==> src/rtl/core/emps_pkg.sv <==
// shared types, constants and the font table of the emulator memory / pc / stack unit
// no dependencies
package emps_pkg;

	// sizes
	localparam int DEF_MEM_DEPTH = 4096;
	localparam int ADDR_W        = 12;
	localparam int BYTE_W        = 8;
	localparam int OPC_W         = 16;
	localparam int CMD_W         = 3;
	localparam int ST_W          = 3;
	localparam int LE_W          = 13;
	localparam int FONT_BYTES    = 80;
	localparam int FONT_IDX_W    = 7;

	// command codes
	localparam logic [CMD_W-1:0] CMD_LOAD  = 3'd0;
	localparam logic [CMD_W-1:0] CMD_FETCH = 3'd1;
	localparam logic [CMD_W-1:0] CMD_SKIP  = 3'd2;
	localparam logic [CMD_W-1:0] CMD_JUMP  = 3'd3;
	localparam logic [CMD_W-1:0] CMD_CALL  = 3'd4;
	localparam logic [CMD_W-1:0] CMD_RET   = 3'd5;
	localparam logic [CMD_W-1:0] CMD_READ  = 3'd6;
	localparam logic [CMD_W-1:0] CMD_WRITE = 3'd7;

	// status codes
	localparam logic [ST_W-1:0] ST_OK        = 3'd0;
	localparam logic [ST_W-1:0] ST_PC_RANGE  = 3'd1;
	localparam logic [ST_W-1:0] ST_STACK_OVF = 3'd2;
	localparam logic [ST_W-1:0] ST_STACK_UNF = 3'd3;
	localparam logic [ST_W-1:0] ST_LOAD_OVF  = 3'd4;

	// address map
	localparam logic [ADDR_W-1:0] PROG_START    = 12'h200;
	localparam logic [LE_W-1:0]   LOAD_START    = 13'h0200;
	localparam logic [ADDR_W-1:0] STACK_BASE    = 12'hEA0;
	localparam logic [ADDR_W-1:0] STACK_TOP     = 12'hEFF;
	localparam logic [ADDR_W-1:0] STACK_POP_MIN = 12'hEA2;
	localparam logic [ADDR_W-1:0] STACK_LIMIT   = 12'hF00;
	localparam logic [ADDR_W-1:0] LAST_ADDR     = 12'hFFF;

	// one port access of the byte memory
	typedef struct packed {
		logic              we;
		logic [ADDR_W-1:0] addr;
		logic [BYTE_W-1:0] wdata;
	} ram_req_t;

	// hex digit sprites, five rows each
	localparam logic [BYTE_W-1:0] FONT_ROM [FONT_BYTES] = '{
		8'hF0, 8'h90, 8'h90, 8'h90, 8'hF0, 8'h20, 8'h60, 8'h20, 8'h20, 8'h70,
		8'hF0, 8'h10, 8'hF0, 8'h80, 8'hF0, 8'hF0, 8'h10, 8'hF0, 8'h10, 8'hF0,
		8'h90, 8'h90, 8'hF0, 8'h10, 8'h10, 8'hF0, 8'h80, 8'hF0, 8'h10, 8'hF0,
		8'hF0, 8'h80, 8'hF0, 8'h90, 8'hF0, 8'hF0, 8'h10, 8'h20, 8'h40, 8'h40,
		8'hF0, 8'h90, 8'hF0, 8'h90, 8'hF0, 8'hF0, 8'h90, 8'hF0, 8'h10, 8'hF0,
		8'hF0, 8'h90, 8'hF0, 8'h90, 8'h90, 8'hE0, 8'h90, 8'hE0, 8'h90, 8'hE0,
		8'hF0, 8'h80, 8'h80, 8'h80, 8'hF0, 8'hE0, 8'h90, 8'h90, 8'h90, 8'hE0,
		8'hF0, 8'h80, 8'hF0, 8'h80, 8'hF0, 8'hF0, 8'h80, 8'hF0, 8'h80, 8'h80
	};

endpackage

==> src/rtl/core/emps_clear.sv <==
// post-reset sweep that loads the font sprites and zeroes the rest of memory
// depends on emps_pkg
module emps_clear
	import emps_pkg::*;
#(
	parameter int MEM_DEPTH = DEF_MEM_DEPTH
) (
	input  logic     clk,
	input  logic     arst_n,
	output logic     clearing,
	output ram_req_t req
);

	localparam int CW = $clog2(MEM_DEPTH) + 1;

	logic [CW-1:0] cnt_q;

	// sweep runs until the counter reaches the depth
	assign clearing = !cnt_q[CW-1];

	always_ff @(posedge clk or negedge arst_n) begin
		if (!arst_n) begin
			cnt_q <= '0;
		end else if (clearing) begin
			cnt_q <= cnt_q + CW'(1);
		end
	end

	// font bytes at the bottom, zero elsewhere
	always_comb begin
		req.we    = clearing;
		req.addr  = ADDR_W'(cnt_q[CW-2:0]);
		req.wdata = '0;
		if (cnt_q < CW'(FONT_BYTES)) begin
			req.wdata = FONT_ROM[cnt_q[FONT_IDX_W-1:0]];
		end
	end

	// sweep happens once per reset
	a_sweep_once: assert property (@(posedge clk) disable iff (!arst_n)
		!clearing |=> !clearing)
		else $error("memory sweep restarted");

endmodule

==> config.mk <==
export PLATFORM = sky130hd
export DESIGN_NAME = emps_clear
export DESIGN_NICKNAME = d
export VERILOG_FILES = /design/src/rtl/core/emps_pkg.sv /design/src/rtl/core/emps_clear.sv
export SDC_FILE = /design/constraint.sdc
export NUM_CORES = 1
export LEC_CHECK = 0
export ABC_AREA = 1
export BUFFER_PORTS_ARGS = -buffer_cell sky130_fd_sc_hd__buf_4
export CORE_MARGIN = 4
export CORE_UTILIZATION = 60
export DETAILED_ROUTE_END_ITERATION = 10
export GPL_TIMING_DRIVEN = 0
export PLACE_DENSITY = 0.95
export SLEW_MARGIN = 20
export SYNTH_ARGS = -nofsm -noshare
export SYNTH_HDL_FRONTEND = slang
export SYNTH_SLANG_ARGS = --single-unit
export TNS_END_PERCENT = 1
==> constraint.sdc <==
create_clock -name clk -period 2.2 [get_ports clk]
set_input_delay 0.11 -clock clk [delete_from_list [all_inputs] [get_ports clk]]
set_output_delay 0.11 -clock clk [all_outputs]
set_load 0.02 [all_outputs]
* Word level (Yosys, flattened, before mapping)
Memories as Yosys holds them, arrays and structs flattened.
Cells that the tools add are included.
** Word-level totals
- Register bits after elaboration :: 13
- Memories :: 1
- Output and inout bits :: 22
- Input port bits :: 2
- ROM bits :: 1024
** Operators by class
- Bitwise logic cells :: 1
- Reductions and logical operators :: 1
- Order comparisons :: 2
- Mux-type cells :: 4
- $add $sub $neg :: 1
** Memory list
- (name not given) :: words 128, width 8, read ports 1, clocked after Yosys merged registers in 0, wr ports 0, line emps_clear.sv:35 : req.wdata = FONT_ROM[cnt_q[FONT_IDX_W-1:0]];
** Operators with widths (number)
- 2-to-1 mux 8 bit :: 3
- adder 13 x 1 -> 13 bit, second input constant :: 1
- less-than comparator 13 x 7 -> 1 bit, second input constant :: 1
- 2-to-1 mux 13 bit :: 1
- greater-or-equal comparator 8 bit, second input constant :: 1
- NOT 7 -> 8 bit :: 1
- logical NOT 1 bit :: 1

* Logic depth before layout (Yosys ltp)
Gate-level depths: netlist of run 1.
- Depth after elaboration :: 5
- Gate-level depth with buffers :: 11
- Depth with buffers taken out :: 11

* Least setup slack after synthesis of run 1
No wires, ideal clock.
- Kind :: register to output
- Start :: reg cnt_q[1]
- End :: out req[6] in the netlist's numbering
- Setup slack :: 427 ps
- Arrival time :: 1663 ps
- Cell stages (with the launch flop) :: 11
- Buffers on the path :: 0
- Path through :: dfrtp_1 inv_1 ha_1 nand2_1 nand2_1 nand2_1 nand2_1 nand2_1 nand2_1 nand2_1 a21oi_1
** RTL lines
- start, declared :: line emps_clear.sv:16 : logic [CW-1:0] cnt_q;
- start signal, assigned :: line emps_clear.sv:25 : cnt_q <= cnt_q + CW'(1);
- end, declared :: line emps_clear.sv:11 : output ram_req_t req

==> results of run 1 <==
timing repair:
item	in CTS	in global routing
hold buffers	1	0
pin swaps	0	0
resized for setup	2	3
buffers inserted	0	7
setup endpoints to repair	2	4
endpoints found under the hold margin	13	0
Yosys cell counts (all sizes together) (2+ instances only):
| cell type | count |
|---|---|
| ha | 8 |
| clkinv | 2 |
| xor2 | 7 |
| nor2 | 19 |
| o211ai | 2 |
| o21ai | 10 |
| inv | 23 |
| dfrtp | 13 |
| a21oi | 8 |
| buf | 23 |
| nand3 | 21 |
| nand4 | 2 |
| nand2 | 67 |
metrics by stage:
stage | hold slack, ns | worst slack, ns | utilization [%]
detailed placement | -0.0391 | 0.235 | 71.4
CTS | 0.199 | 0.0461 | 73.2
global route | 0.234 | 0.00331 | 75.8
floorplan | -0.186 | 0.427 | -
global placement | -0.0421 | 0.266 | 71.4
finish | 0.223 | 0.117 | 75.8
power groups by stage:
stage	clock network [mW]	registers [mW]	logic (mW)
2_1_floorplan	0	0.244	0.0114
3_3_place_gp	0	0.243	0.0171
3_5_place_dp	0	0.243	0.0173
4_1_cts	0.150	0.239	0.0186
5_1_grt	0.160	0.239	0.0208
6_report	0.147	0.239	0.0189
worst max-delay path, delay by kind of cell (launching register included):
| family | cells | cell delay [ns] |
|---|---|---|
| simple gates | 7 | 0.46 |
| flops | 1 | 0.46 |
| fa+ha+maj | 1 | 0.38 |
| compound gates | 1 | 0.15 |
| buf+inv | 2 | 0.24 |
final cells by class:
class | count | area [um^2]
buffer | 23 | 178
clock buffer | 4 | 26.3
fill | 177 | 536
inverter | 25 | 96.3
multi-input combinational | 151 | 808
sequential | 13 | 328
tap | 28 | 35.0
timing repair buffer | 27 | 205
cell families (layout without fill, tap and decap cells):
group	count (synthesis)	after routing	synth area share (%)
AND/OR/NAND/NOR	110	110	36.2
buffers and inverters	48	79	19.5
AO/OA/AOI/OAI	21	21	8.36
flip-flops	13	13	23.4
adder cells (fa/ha/maj)	8	8	7.19
XOR/XNOR	8	8	5.04
other	1	4	0.270
per-layer routing:
metal | up-vias | global-route usage, %
li1 | 701 | -
met1 | 628 | 29.8
met2 | 87 | 36.9
met3 | 10 | 4.18
met4 | 0 | 5.08
met5 | - | 0
worst max path at each step:
stage             end  slack, ns  depth (start not counted)
2_1_floorplan  req[6]       0.43                         10
3_3_place_gp   req[6]       0.27                         11
3_5_place_dp   req[6]       0.23                         11
4_1_cts        req[6]       0.05                         11
5_1_grt        req[6]      0.003                         11
6_report       req[6]       0.12                         11
==> reports/metrics.csv, run 1 <==
stage,metric,value,unit
synth,sequential share of the synthesized area,23.4,%
job,max_cap viols,0,
sta,Fin Setup TNS,0,ns
global_routing,GRT Total Usage,22.2,%
clock_network,TritonCTS clock tree,yes,
placement,DP Area,1580,um^2
sta,setup violators final,0,
critical_path,slowest CP cell,dfrtp_2,
sta,total count of hold-check failures in the final report,0,
placement,port bufs,19,
synth,Gate Count Post-Synth,209,
clock_network,Sinks on Clock Net,13,
critical_path,Critical Path RT,2.09,ns
routing,drt pass-1 iters,4,
final_layout,"commonest non-fill, non-tap cell in the layout",nand2_1,
floorplan,Die ar.,3150,um^2
routing,Max Used Layer,met4,
sta,Max Clock Skew,0.00391,ns
global_routing,first-pass GRT wire length,5.68,mm
floorplan,Row Count,17,
routing,Met3 Routed Length,357,um
synth,"Avg Cell Area, Syn",6.66,um^2
clock_network,CTS Root Buffer Type,clkbuf_4,
synth,"Cell Area, Synth",1390,um^2
worst_hold_path,hold crit path type,input port to asynchronous set/reset pin,
power_and_ir_drop,total power,0.405,mW
synth,Netlist cell types,27,
critical_path,"reg-to-reg slack, setup",0.66,ns
power_and_ir_drop,register share of total power,59.0,%
global_routing,vias in the first global route,1291,
sta,RSZ-0062 raised after global routing,no,
power_and_ir_drop,"IR drop worst, VDD",0.423,mV
synth,leading area contributor after synthesis,dfrtp_1,
floorplan,die width,56.2,um
global_routing,GRT overflow,0,
sta,period utilisation layout,94.7,%
routing,via count,1426,
final_layout,fin area,1680,um^2
final_layout,P&R area growth vs syn,20.5,%
synth,"top cells by area, synth","dfrtp_1 23%, nand2_1 16%, buf_4 11%",
synth,Syn. warnings,0,
sta,fin crit period,2.08,ns
placement,Post-DP HPWL,2.65,mm
synth,Post-synth EDFFs,0,
sta,final-report max-slew violation count,0,
clock_network,clock slew at reported path FFs,0.08,ns
critical_path,CP Max Fanout,7,
power_and_ir_drop,Net Sw Power,0.0886,mW
global_routing,pin count of the biggest net entering global routing,14,
final_layout,"Most flops, register",cnt_q,
floorplan,Die Y,56.2,um
routing,Met1 Wirelength,1.36,mm
final_layout,most frequent cells in the layout,"59 x nand2_1, 46 x buf_4, 20 x nand3_1",
routing,Wirelength per Cell,12.7,um
power_and_ir_drop,switching share of total power,21.9,%
final_layout,Regs by FF count,cnt_q x13,
critical_path,Register-to-Register Path Depth,9,
placement,Placer Congestion,0.912,
floorplan,num ports,24,
critical_path,max incr delay on CP,0.46,ns
global_routing,initial antenna violation count,0,
power_and_ir_drop,PwrDens,241,nW/um^2
critical_path,Critical Path Start,cnt_q[0],
final_layout,max reg flops,13,
power_and_ir_drop,Pleak,0.933,nW
synth,predominant post-synthesis flop cell,dfrtp_1,
final_layout,antenna cells,0,
routing,DR DRC count,0,
critical_path,Worst path most repeated cell,nand2_1,
clock_network,H-tree levels,1,
final_layout,share of cells above drive strength 1,30.0,%
critical_path,CP cell instances,"inv_4, ha_1, nand2_1, nand2_1, nand2_1, nand2_1, nand2_1, nand2_1, nand2_1, a21oi_1, buf_4",
placement,Cell Count Post-Placement,259,
final_layout,fin cells,271,
power_and_ir_drop,Pint,0.316,mW
power_and_ir_drop,Combinational Power Share,4.7,%
floorplan,Core Footprint,2210,um^2
clock_network,clk_lat worst skew,0.28,ns
critical_path,crit path DAT,1.97,ns
clock_network,number of buffers created by CTS,3,
routing,drt first-iter violations,90,
routing,DR vias/cell,5.26,
clock_network,Longest Clk Path Bufs,2,
final_layout,nets,254,
critical_path,startpoint types,flop,
critical_path,Crit Path Category,flop to output port,
synth,synthesis-stage register bit count,13,
synth,Async SR Flop Fraction,100,%
routing,ANT nets after route,0,
run_status,outcome,completed,
routing,metal2 WL,1.65,mm
power_and_ir_drop,clock share of power,36.4,%
critical_path,Worst Setup End Kind,output port,
floorplan,Initial Utilization,62.9,%
critical_path,reg2reg start,cnt_q[0],
critical_path,reg2reg end,cnt_q[10],
sta,Max Clk Rate,0.480,GHz
synth,Synth top area share,23.4,%
routing,drt total wl,3.43,mm
No activity file was read; power rests on OpenSTA's default activity.
==> run 2, diff against run 1 <==
--- a/config.mk
+++ b/config.mk
@@ -7,7 +7,6 @@
 export LEC_CHECK = 0
 export ABC_AREA = 1
 export BUFFER_PORTS_ARGS = -buffer_cell sky130_fd_sc_hd__buf_4
-export CORE_MARGIN = 4
 export CORE_UTILIZATION = 60
 export DETAILED_ROUTE_END_ITERATION = 10
 export GPL_TIMING_DRIVEN = 0
==> constraint.sdc (replaced) <==
create_clock -name clk -period 2.4 [get_ports clk]
set_input_delay 0.12 -clock clk [delete_from_list [all_inputs] [get_ports clk]]
set_output_delay 0.12 -clock clk [all_outputs]
set_load 0.02 [all_outputs]
==> reports/metrics.csv, run 2 (synthesis results as in run 1) <==
stage,metric,value,unit
floorplan,Row Count,17,
sta,Fin Setup TNS,0,ns
sta,final-report max-slew violation count,0,
final_layout,area of the multi-input gates,806,um^2
sta,fin crit period,2.13,ns
floorplan,Core Footprint,2190,um^2
critical_path,Register-to-Register Path Depth,8,
final_layout,max reg flops,13,
final_layout,Regs by FF count,cnt_q x13,
global_routing,pin count of the biggest net entering global routing,14,
clock_network,TritonCTS clock tree,yes,
power_and_ir_drop,PwrDens,233,nW/um^2
power_and_ir_drop,"IR drop worst, VDD",0.383,mV
final_layout,P&R area growth vs syn,16.4,%
sta,total count of hold-check failures in the final report,0,
final_layout,nets,247,
floorplan,Die ar.,2520,um^2
routing,DR vias/cell,5.03,
global_routing,GRT Total Usage,27.2,%
critical_path,"reg-to-reg slack, setup",0.88,ns
sta,setup violators final,0,
power_and_ir_drop,total power,0.377,mW
sta,Max Clk Rate,0.468,GHz
final_layout,Fill cells,185,
final_layout,antenna cells,0,
routing,drt total wl,3.10,mm
clock_network,CTS Root Buffer Type,clkbuf_4,
floorplan,Initial Utilization,63.5,%
final_layout,Register Area,328,um^2
power_and_ir_drop,Pleak,0.900,nW
critical_path,CP Max Fanout,8,
routing,drt pass-1 iters,4,
clock_network,clk_lat worst skew,0.29,ns
final_layout,share of cells above drive strength 1,27.5,%
critical_path,Crit Path Category,flop to output port,
sta,Max Clock Skew,0.00343,ns
floorplan,num ports,24,
critical_path,Critical Path RT,2.28,ns
final_layout,"Most flops, register",cnt_q,
clock_network,number of buffers created by CTS,3,
clock_network,Sinks on Clock Net,13,
routing,DR DRC count,0,
worst_hold_path,hold crit path type,input port to asynchronous set/reset pin,
global_routing,GRT overflow,0,
critical_path,startpoint types,flop,
sta,period utilisation layout,88.9,%
floorplan,Die Y,50.2,um
run_status,outcome,completed,
job,max_cap viols,0,
critical_path,crit path DAT,2.01,ns
clock_network,Longest Clk Path Bufs,2,
placement,Placer Congestion,0.938,
global_routing,first-pass GRT wire length,5.15,mm
critical_path,Worst Setup End Kind,output port,
placement,port bufs,19,
routing,Wirelength per Cell,11.8,um
floorplan,die width,50.2,um
global_routing,met1 usage,37.6,%
routing,ANT nets after route,0,
clock_network,clock slew at reported path FFs,0.08,ns
sta,RSZ-0062 raised after global routing,no,
global_routing,gr busiest metal,met2,
global_routing,met2 usage,42.0,%
global_routing,vias in the first global route,1149,
routing,drt first-iter violations,70,
global_routing,initial antenna violation count,0,
final_layout,most frequent cells in the layout,"59 x nand2_1, 39 x buf_4, 20 x nand3_1",
final_layout,"commonest non-fill, non-tap cell in the layout",nand2_1,
routing,via count,1327,
placement,Post-DP HPWL,2.36,mm
global_routing,routing usage on met3,5.76,%
clock_network,H-tree levels,1,
-- run 2: cell types whose count changed in the layout (fill, tap and decap cells not counted), sizes merged --
cell  change
buf       -7
-- run 2: final timing paths --
kind	start	to
max	cnt_q[0]	req[7]
min reg2reg	cnt_q[11]	cnt_q[11]
min	arst_n	cnt_q[9]
max in group asynchronous	arst_n	cnt_q[1]
min in group clk	cnt_q[11]	cnt_q[11]
max reg2reg	cnt_q[1]	cnt_q[10]
-- run 2: worst max-delay path: stages (launching register included) --
cell	delay, ns
dfrtp_2	0.49
inv_2	0.16
ha_1	0.26
inv_1	0.10
nand3_1	0.12
nand2_1	0.07
o21ai_0	0.16
nand2_1	0.07
a21oi_1	0.15
buf_4	0.16
-- run 2: what timing repair did --
item | 4_1_cts | 5_1_grt
setup endpoints to repair | 0 | 3
endpoints found under the hold margin | 13 | 0
hold buffers | 1 | 0
buffers inserted | 0 | 0
gates resized for setup | 0 | 2
-- run 2: metal layers --
layer  up-vias  wire, um
met1       590      1410
li1        681         -
met4         0        38
met3         4       218
met2        52      1440
met5         -         0
-- run 2: layout make-up --
class	instances	share of cell area, %
buffer	23	11.0
inverter	25	5.80
multi-input combinational	151	49.8
timing repair buffer	20	9.43
sequential	13	20.2
clock buffer	4	1.62
tap	28	2.16
-- run 2: power by group --
part	internal [mW]	switching, mW
combinational	0.00652	0.0108
sequential	0.219	0
clock	0.0648	0.0759
total	0.290	0.0867
-- run 2: per-stage QoR --
stage               std cells  util (%)  area [um^2]  hold WS, ns  setup slack [ns]
finish                    264      73.9         1620        0.210             0.265
global route              264      73.9         1620        0.210            0.0555
CTS                       264      73.8         1620        0.198             0.129
detailed placement        259      72.1         1580      -0.0304             0.459
global placement          259      72.1         1580      -0.0310             0.473
floorplan                 212         -         1400       -0.176             0.617
